File: src/isil_ram.sv
// generic single write, single read ram with registered read data
module isil_ram #(
  parameter int unsigned Width = 8,
  parameter int unsigned Depth = 16
) (
  input  logic                     clk_i,
  input  logic                     we_i,
  input  logic [$clog2(Depth)-1:0] waddr_i,
  input  logic [Width-1:0]         wdata_i,
  input  logic [$clog2(Depth)-1:0] raddr_i,
  output logic [Width-1:0]         rdata_o
);

  logic [Width-1:0] mem_q [Depth];

  always_ff @(posedge clk_i) begin
    if (we_i) begin
      mem_q[waddr_i] <= wdata_i;
    end
    rdata_o <= mem_q[raddr_i];
  end

endmodule

File: config.mk
export PLATFORM = sky130hd
export DESIGN_NAME = isil_ram
export DESIGN_NICKNAME = d
export VERILOG_FILES = /design/src/isil_ram.sv
export SDC_FILE = /design/constraint.sdc
export NUM_CORES = 1
export LEC_CHECK = 0
export BUFFER_PORTS_ARGS = -buffer_cell sky130_fd_sc_hd__clkbuf_2
export CORE_AREA = 2 2 105 107
export DETAILED_ROUTE_END_ITERATION = 8
export DIE_AREA = 0 0 107 109
export PLACE_DENSITY = 0.69
export SETUP_SLACK_MARGIN = 0.05
export SYNTH_ARGS = -nofsm -noshare
export SYNTH_HDL_FRONTEND = slang
export SYNTH_SLANG_ARGS = --single-unit
File: constraint.sdc
create_clock -name clk_i -period 5.5 [get_ports clk_i]
set_input_delay 1.1 -clock clk_i [delete_from_list [all_inputs] [get_ports clk_i]]
set_output_delay 1.1 -clock clk_i [all_outputs]
set_load 0.01 [all_outputs]
==> results.py, run 1 <==
metrics = {
    "route": {
        "vias_per_cell": 5.587,
        "wirelength_um": 9385,
        "dr_total_vias": 2341,
        "wl_per_cell_um": 22.40,
        "drc": 0,
        "drt_iter0_markers": 138,
        "detail-route-antenna-nets": 0,
        "drt_pre_antenna_iters": 4,
    },
    "layout": {
        "syn2layout_area_growth_pct": 16.09,
        "diodes": 0,
        "nNetsFinal": 284,
        "drive_above_1_share": 0.2760,
    },
    "grt": {
        "grt_max_degree": 33,
        "grtUsageMet1": 0.2298,
        "overflow": 0,
        "grtUsageMet3": 0.05798,
        "gr-usage-all-layers": 0.1768,
        "grt_pass1_vias": 2408,
        "grt.busiest_layer": "met2",
        "antenna_found_initial": 0,
        "grt_pass1_wl_um": 14120,
        "use_met2": 0.2825,
    },
    "yosys": {
        "syn_inst": 229,
        "synth_top_area_share": 0.7467,
        "ys_warn_count": 0,
        "ys_top_cells_by_area": "edfxtp_1 (75%), mux4_2 (7.9%), mux4_1 (7.1%)",
        "ys.flop_type": "edfxtp_1",
        "seq_area_frac_synth": 0.7778,
        "synthArstFlopShare": 0,
        "syn_nets": 247,
        "synth.distinct_cells": 19,
        "yosysTopAreaCell": "edfxtp_1",
        "syn_area_mm2": 0.005147,
        "ys_seq_elements": 136,
        "avgSynthCellArea_um2": 22.48,
        "synth_common_cells": "edfxtp_1 (128), mux4_2 (18), a22oi_1 (16), mux4_1 (14), nor2_1 (13)",
        "synth_most_common_cell": "edfxtp_1",
        "synth_edf_count": 128,
    },
    "worst_hold_path": {
        "min_from": "mem_q[11][2]",
        "whs_endpoint": "rdata_o[2]",
        "hold_path_depth": 3,
        "hold_class": "reg2reg",
    },
    "timing": {
        "timing.final.ws_setup_ns": 3.178,
        "period_share": 0.4222,
        "setup_viol": 0,
        "tns_ns": 0,
        "rsz0062_at_grt": "no",
        "clock_skew_ns": 0.01095,
        "slew_headroom": 0.3521,
        "hold_viol": 0,
        "fmax_mhz": 430.6,
        "fin_crit_ns": 2.322,
        "slew_violations": 0,
        "worst_pin_slew_ns": 0.9683,
    },
    "worst_setup_path": {
        "r2r_start": "mem_q[2][2]",
        "cp_max_fo": 32,
        "crit_type": "in2reg",
        "arrival_ns": 2.71,
        "end_kind": "register",
        "reg2reg_to": "rdata_o[2]",
        "start_kind": "input port",
        "required_ns": 5.89,
        "worstRegToRegCells": 3,
        "r2r_slack_ns": 4.09,
    },
    "placed_design": {
        "dp_hpwl_um": 5899,
        "gp_congestion": 0.7156,
        "place_ws_ns": 2.624,
        "numPortBuffers": 25,
    },
    "floorplan": {
        "die_h_um": 109,
        "core_mm2": 0.01060,
        "fp.dieW_um": 107,
        "die_area_mm2": 0.01166,
        "floorplan.initialDensity": 0.4855,
        "io_pins": 26,
        "rows": 38,
    },
    "clocking": {
        "cts_made_buffers": 17,
        "cts.clk_slew.worst_paths_ns": 0.05,
        "ctsResizeCount": 0,
        "cts_tree": "yes",
        "cts.path.max_buffers": 2,
        "ctsHoldBuffers": 0,
        "clock_latency_ns": 0.51,
        "cts_setup_buffers": 0,
        "htreeDepth": 4,
        "clock_sinks": 136,
        "cts_root_buf": "clkbuf_8",
    },
    "outcome": {
        "status": "completed",
    },
    "power": {
        "power_density_mw_per_mm2": 394.8,
        "total_leakage_power_nw": 1.997,
        "ir_drop_mv": 0.1999,
    },
    "run": {
        "max_cap_violations": 0,
    },
}
-- final cells by class --
type / instances / area (um2)
multi-input combinational: 83 / 1067
clock inverter: 9 / 125.1
sequential: 136 / 4004
clock buffer: 23 / 456.7
fill: 771 / 4627
timing repair buffer: 28 / 147.6
tap: 140 / 175.2
-- layer usage --
layer | vias to the layer above | wire length [um]
met5 | - | 0
met1 | 1214 | 3940
met2 | 76 | 4915
li1 | 1047 | -
met3 | 4 | 456
met4 | 0 | 74
-- worst max-delay path, cell delays in order --
cell	delay [ns]
clkbuf_2	0.08
buf_4	0.49
mux4_1	0.66
a22oi_1	0.28
nand2_1	0.08
-- metrics by stage --
step	power [mW]	utilization	area, um2	hold slack, ns	instances
after floorplan	1.247	-	5147	0.6293	229
final	2.360	0.5636	5976	0.6709	419
after global placement	1.288	0.5087	5394	0.6480	387
after CTS	2.378	0.5636	5976	0.6766	419
after detailed placement	1.292	0.5087	5394	0.6637	387
after global routing	2.430	0.5636	5976	0.6988	419
-- flip-flops by register name (all words and copies together) (netlist names) --
name and count:
mem_q 128, rdata_o 8
-- power by group --
part	internal, mW	leakage (nW)	switching, mW
Combinational	0.0418	0.492	0.0606
Sequential	1.16	1.22	0.00671
Clock	0.711	0.282	0.380
-- worst max-delay path by stage --
| stage | start | endpoint | slack, ns | cells past startpoint |
|---|---|---|---|---|
| after floorplan | waddr_i[2] | mem_q[0][0] | 2.91 | 2 |
| after global placement | raddr_i[0] | rdata_o[2] | 2.66 | 5 |
| after detailed placement | raddr_i[0] | rdata_o[2] | 2.62 | 5 |
| after CTS | raddr_i[0] | rdata_o[2] | 3.16 | 5 |
| after global routing | raddr_i[0] | rdata_o[2] | 3.07 | 5 |
| final | raddr_i[0] | rdata_o[2] | 3.18 | 5 |
-- placed cells by master, fill, tap and decap left out, drive strengths merged --
cell	count
a22oi	16
and2	1
and2b	1
buf	3
bufinv	3
clkbuf	48
clkinv	4
clkinvlp	2
dfxtp	8
edfxtp	128
mux4	32
nand2	9
nand2b	2
nand3	1
nand3b	2
nor2	13
nor2b	1
nor3	4
or3b	1
-- cell families after synthesis --
group / Yosys count / share of synthesized area
AOI/OAI and AO/OA: 16 / 0.02334
buffers and inverters: 10 / 0.01677
muxes: 32 / 0.1502
DFF: 136 / 0.7778
and+or+nand+nor: 35 / 0.03184
(Power assumes the default switching activity.)
==> run 2, diff against run 1 <==
==> constraint.sdc (replaced) <==
create_clock -name clk_i -period 2.3 [get_ports clk_i]
set_input_delay 0.46 -clock clk_i [delete_from_list [all_inputs] [get_ports clk_i]]
set_output_delay 0.46 -clock clk_i [all_outputs]
set_load 0.01 [all_outputs]
==> results.py, run 2 (same netlist as run 1, synthesis figures left out) <==
metrics = {
    "timing": {
        "setup_viol": 0,
        "worst_pin_slew_ns": 0.5943,
        "fmax_mhz": 675.0,
        "rsz0062_at_grt": "no",
        "period_share": 0.6441,
        "slew_headroom": 0.6023,
        "hold_viol": 0,
        "clock_skew_ns": 0.005807,
        "slew_violations": 0,
        "fin_crit_ns": 1.481,
        "tns_ns": 0,
    },
    "layout": {
        "largest_register_ff_count": 128,
        "nNetsFinal": 306,
        "regMostFlops": "mem_q",
        "nFillCells": 755,
        "final_common_cell": "edfxtp_1",
        "top_regs": "mem_q: 128 flops, rdata_o: 8 flops",
        "syn2layout_area_growth_pct": 20.73,
        "final_cell_mix": "edfxtp_1 (128), clkbuf_2 (25), buf_4 (22), mux4_2 (18)",
        "drive_above_1_share": 0.3355,
        "diodes": 0,
        "final_cells": 441,
    },
    "route": {
        "drc": 0,
        "wl_per_cell_um": 21.78,
        "wirelength_um": 9605,
        "drt_pre_antenna_iters": 4,
        "drt_iter0_markers": 202,
        "dr_total_vias": 2463,
        "detail-route-antenna-nets": 0,
        "vias_per_cell": 5.585,
    },
    "grt": {
        "grt_pass1_wl_um": 14410,
        "grt_max_degree": 33,
        "gr-usage-all-layers": 0.1817,
        "grt_pass1_vias": 2515,
        "overflow": 0,
        "antenna_found_initial": 0,
    },
    "clocking": {
        "cts_made_buffers": 17,
        "cts_root_buf": "clkbuf_8",
        "clock_latency_ns": 0.53,
        "cts.clk_slew.worst_paths_ns": 0.06,
        "clock_sinks": 136,
        "ctsResizeCount": 0,
        "htreeDepth": 4,
        "ctsHoldBuffers": 0,
        "cts_tree": "yes",
        "cts_setup_buffers": 0,
        "cts.path.max_buffers": 2,
    },
    "worst_setup_path": {
        "cp_max_fo": 1,
        "crit_type": "reg2out",
        "path_cells": "clkbuf_2",
        "start_kind": "register",
        "cpMaxStageDelayCell": "dfxtp_1",
        "cp.buffers_inverters": 1,
        "required_ns": 1.84,
        "end_kind": "output port",
        "arrival_ns": 1.02,
        "cpLargestDelayFamily": "flip-flops",
        "cp_slowest_stage_delay_ns": 0.35,
    },
    "placed_design": {
        "numPortBuffers": 25,
        "gp_congestion": 0.7336,
        "dp_hpwl_um": 5921,
        "placedCellCount": 409,
    },
    "worst_hold_path": {
        "hold_class": "in2reg",
    },
    "floorplan": {
        "fp.dieW_um": 107,
        "die_h_um": 109,
        "rows": 38,
        "die_area_mm2": 0.01166,
        "core_mm2": 0.01060,
        "io_pins": 26,
        "floorplan.initialDensity": 0.4855,
    },
    "power": {
        "ir_drop_mv": 0.3487,
        "power_density_mw_per_mm2": 942.0,
        "total_leakage_power_nw": 2.139,
    },
    "run": {
        "max_cap_violations": 0,
    },
    "outcome": {
        "status": "completed",
    },
}
[run 2: routing by layer]
metal,wire [um],global-route usage,part of all wire,vias up
met4,190,0.07699,0.020,0
met2,4727,0.2871,0.49,97
li1,-,-,-,1093
met1,4020,0.2364,0.42,1255
met3,667,0.05738,0.069,18
met5,0,0,0,-
[run 2: metrics by stage]
stage	total power, mW	setup WS [ns]	hold WS [ns]	util	area [um2]
after floorplan	2.983	0.3471	0.5589	-	5147
after global placement	3.100	0.2698	0.6538	0.5269	5587
after detailed placement	3.108	0.2552	0.6667	0.5269	5587
after CTS	5.902	0.7976	0.3401	0.5861	6215
after global routing	6.024	0.7167	0.3681	0.5861	6215
final	5.854	0.8185	0.3619	0.5861	6215
[run 2: report_power, final]
part | switching (mW) | total, mW | internal [mW]
combinational | 0.149 | 0.266 | 0.118
sequential | 0.0159 | 2.79 | 2.77
clock | 0.962 | 2.80 | 1.84
total | 1.13 | 5.85 | 4.73
[run 2: cell type report]
type,count,area [um2],area share
Clock buffer,20,455.4,0.07328
Clock inverter,12,172.7,0.02778
Timing Repair Buffer,50,350.3,0.05637
Multi-Input combinational cell,83,1057,0.1701
Tap cell,140,175.2,0.02819
Sequential cell,136,4004,0.6443
[run 2: worst paths after layout]
| check | from | end | slack [ns] | cells after the start |
|---|---|---|---|---|
| hold reg to reg | mem_q[6][7] | rdata_o[7] | 0.68 | 3 |
| hold / removal | wdata_i[0] | mem_q[9][0] | 0.36 | 1 |
| setup / recovery | rdata_o[4] | rdata_o[4] | 0.82 | 1 |
| setup reg to reg | mem_q[8][4] | rdata_o[4] | 0.93 | 3 |
==> run 3, diff against run 2 <==
--- a/config.mk
+++ b/config.mk
@@ -5,10 +5,11 @@
 export SDC_FILE = /design/constraint.sdc
 export NUM_CORES = 1
 export LEC_CHECK = 0
+export ABC_AREA = 1
 export BUFFER_PORTS_ARGS = -buffer_cell sky130_fd_sc_hd__clkbuf_2
-export CORE_AREA = 2 2 105 107
+export CORE_AREA = 2 2 111 113
 export DETAILED_ROUTE_END_ITERATION = 8
-export DIE_AREA = 0 0 107 109
+export DIE_AREA = 0 0 113 115
 export PLACE_DENSITY = 0.69
 export SETUP_SLACK_MARGIN = 0.05
 export SYNTH_ARGS = -nofsm -noshare
==> constraint.sdc (replaced) <==
create_clock -name clk_i -period 1.5 [get_ports clk_i]
set_input_delay 0.3 -clock clk_i [delete_from_list [all_inputs] [get_ports clk_i]]
set_output_delay 0.3 -clock clk_i [all_outputs]
set_load 0.01 [all_outputs]
==> results.py, run 3 <==
metrics = {
    "route": {
        "wl_per_cell_um": 16.85,
        "drt_iter0_markers": 325,
        "drt_pre_antenna_iters": 5,
        "dr_total_vias": 3861,
        "drc": 0,
        "wirelength_um": 12760,
        "detail-route-antenna-nets": 0,
        "vias_per_cell": 5.100,
    },
    "layout": {
        "top_regs": "mem_q: 128 flops, rdata_o: 8 flops",
        "regMostFlops": "mem_q",
        "utilization": 0.5722,
        "final_common_cell": "nand2_1",
        "largest_register_ff_count": 128,
        "syn2layout_area_growth_pct": 17.21,
        "drive_above_1_share": 0.1279,
        "final_cell_mix": "nand2_1 (173), edfxtp_1 (128), inv_1 (100), nand3_1 (97), clkbuf_2 (25)",
        "diodes": 0,
        "nNetsFinal": 615,
    },
    "worst_setup_path": {
        "cp_max_fo": 1,
        "cp_slowest_stage_delay_ns": 0.40,
        "path_cells": "clkbuf_2",
        "cp.buffers_inverters": 1,
        "end_kind": "output port",
        "cpLargestDelayFamily": "flip-flops",
        "arrival_ns": 0.98,
        "crit_type": "reg2out",
        "cpMaxStageDelayCell": "dfxtp_1",
        "required_ns": 1.20,
        "start_kind": "register",
    },
    "yosys": {
        "syn_inst": 551,
        "syn_area_mm2": 0.005767,
        "synth_top_area_share": 0.6665,
        "yosysTopAreaCell": "edfxtp_1",
        "ys.flop_type": "edfxtp_1",
        "syn_nets": 569,
        "synth_edf_count": 128,
        "synth.distinct_cells": 12,
        "seq_area_frac_synth": 0.6943,
        "ys_warn_count": 0,
        "ys_seq_elements": 136,
        "avgSynthCellArea_um2": 10.47,
        "synthArstFlopShare": 0,
        "ys_top_cells_by_area": "edfxtp_1 (67%), nand2_1 (11%), nand3_1 (8.4%)",
        "synth_common_cells": "nand2_1 (173), edfxtp_1 (128), inv_1 (100), nand3_1 (97), nor2_1 (17)",
        "synth_most_common_cell": "nand2_1",
    },
    "clocking": {
        "clock_sinks": 136,
        "cts_tree": "yes",
        "clock_latency_ns": 0.42,
        "cts_made_buffers": 17,
        "cts_setup_buffers": 0,
        "ctsResizeCount": 0,
        "cts.clk_slew.worst_paths_ns": 0.06,
        "cts_root_buf": "clkbuf_16",
        "cts.path.max_buffers": 2,
        "htreeDepth": 4,
        "ctsHoldBuffers": 0,
    },
    "outcome": {
        "status": "completed",
    },
    "timing": {
        "clock_skew_ns": 0.004966,
        "fin_crit_ns": 1.283,
        "fmax_mhz": 779.3,
        "setup_viol": 0,
        "worst_pin_slew_ns": 0.3920,
        "rsz0062_at_grt": "no",
        "hold_viol": 0,
        "tns_ns": 0,
        "slew_headroom": 0.7387,
        "slew_violations": 0,
        "period_share": 0.8555,
    },
    "placed_design": {
        "numPortBuffers": 25,
        "dp_hpwl_um": 7817,
        "gp_congestion": 0.8244,
    },
    "power": {
        "power_density_mw_per_mm2": 1334,
        "total_leakage_power_nw": 2.969,
        "ir_drop_mv": 0.8579,
        "power_mw": 9.014,
    },
    "floorplan": {
        "fp.dieW_um": 113,
        "die_area_mm2": 0.01300,
        "floorplan.initialDensity": 0.4882,
        "rows": 40,
        "io_pins": 26,
        "core_mm2": 0.01181,
        "die_h_um": 115,
    },
    "grt": {
        "overflow": 0,
        "gr-usage-all-layers": 0.2115,
        "grtUsageMet1": 0.2742,
        "grt_pass1_vias": 3701,
        "grtUsageMet3": 0.05061,
        "grt.busiest_layer": "met2",
        "grt_pass1_wl_um": 20220,
        "antenna_found_initial": 0,
        "use_met2": 0.3449,
        "grt_max_degree": 33,
    },
    "run": {
        "max_cap_violations": 0,
    },
    "worst_hold_path": {
        "hold_class": "in2reg",
    },
}
[run 3: cell types whose count changed in the layout (fill, tap and decap cells not counted), moves of 5 or more]
cell        before  now
mux4_1          14    0
inv_1            0  100
clkinv_1         0    5
nand2_1          9  173
a22oi_1         16    0
mux4_2          18    0
nand3_1          1   97
clkinvlp_4       5    0
[run 3: final cells by class]
type | instances | area, um2
Timing Repair Buffer | 51 | 382.9
Fill cell | 958 | 5052
Clock inverter | 13 | 158.9
Inverter | 102 | 382.9
Sequential cell | 136 | 4004
Clock buffer | 19 | 432.9
Multi-Input combinational cell | 289 | 1214
Tap cell | 147 | 183.9
[run 3: final timing paths]
kind	from	to	slack, ns	cells past startpoint
max	rdata_o[3]	rdata_o[3]	0.22	1
min reg2reg	mem_q[10][3]	rdata_o[3]	0.65	6
min	raddr_i[3]	rdata_o[3]	0.26	3
max reg2reg	mem_q[6][6]	rdata_o[6]	0.50	6
[run 3: power by group]
group | switching, mW | total [mW] | internal [mW]
sequential | 0.0302 | 4.28 | 4.25
clock | 1.45 | 4.19 | 2.73
combinational | 0.373 | 0.547 | 0.174
[run 3: through the flow]
stage | worst slack, ns | instances | hold slack [ns] | area, um2
after floorplan | 0.2492 | 551 | 0.3989 | 5767
after global placement | 0.1472 | 725 | 0.6422 | 6167
after detailed placement | 0.1124 | 725 | 0.6365 | 6167
after CTS | 0.2060 | 757 | 0.2444 | 6759
after global routing | 0.2142 | 757 | 0.2656 | 6759
final | 0.2167 | 757 | 0.2590 | 6759
[run 3: per-layer routing]
layer	up-vias	wire (um)	share of wire
met2	141	6245	0.49
li1	1868	-	-
met4	0	325	0.025
met1	1830	5379	0.42
met3	22	807	0.063
met5	-	0	0
[run 3: worst reg2reg max path, stage by stage, from the launching register on]
cell,delay [ns]
edfxtp_1,0.36
inv_1,0.06
nand2_1,0.05
nand3_1,0.09
nand3_1,0.11
nand3_1,0.15
nand2_1,0.07
[run 3: cell families after synthesis]
family	after synthesis	share of synthesized area
simple gates	289	0.2105
flops	136	0.6943
buf+inv	126	0.09525
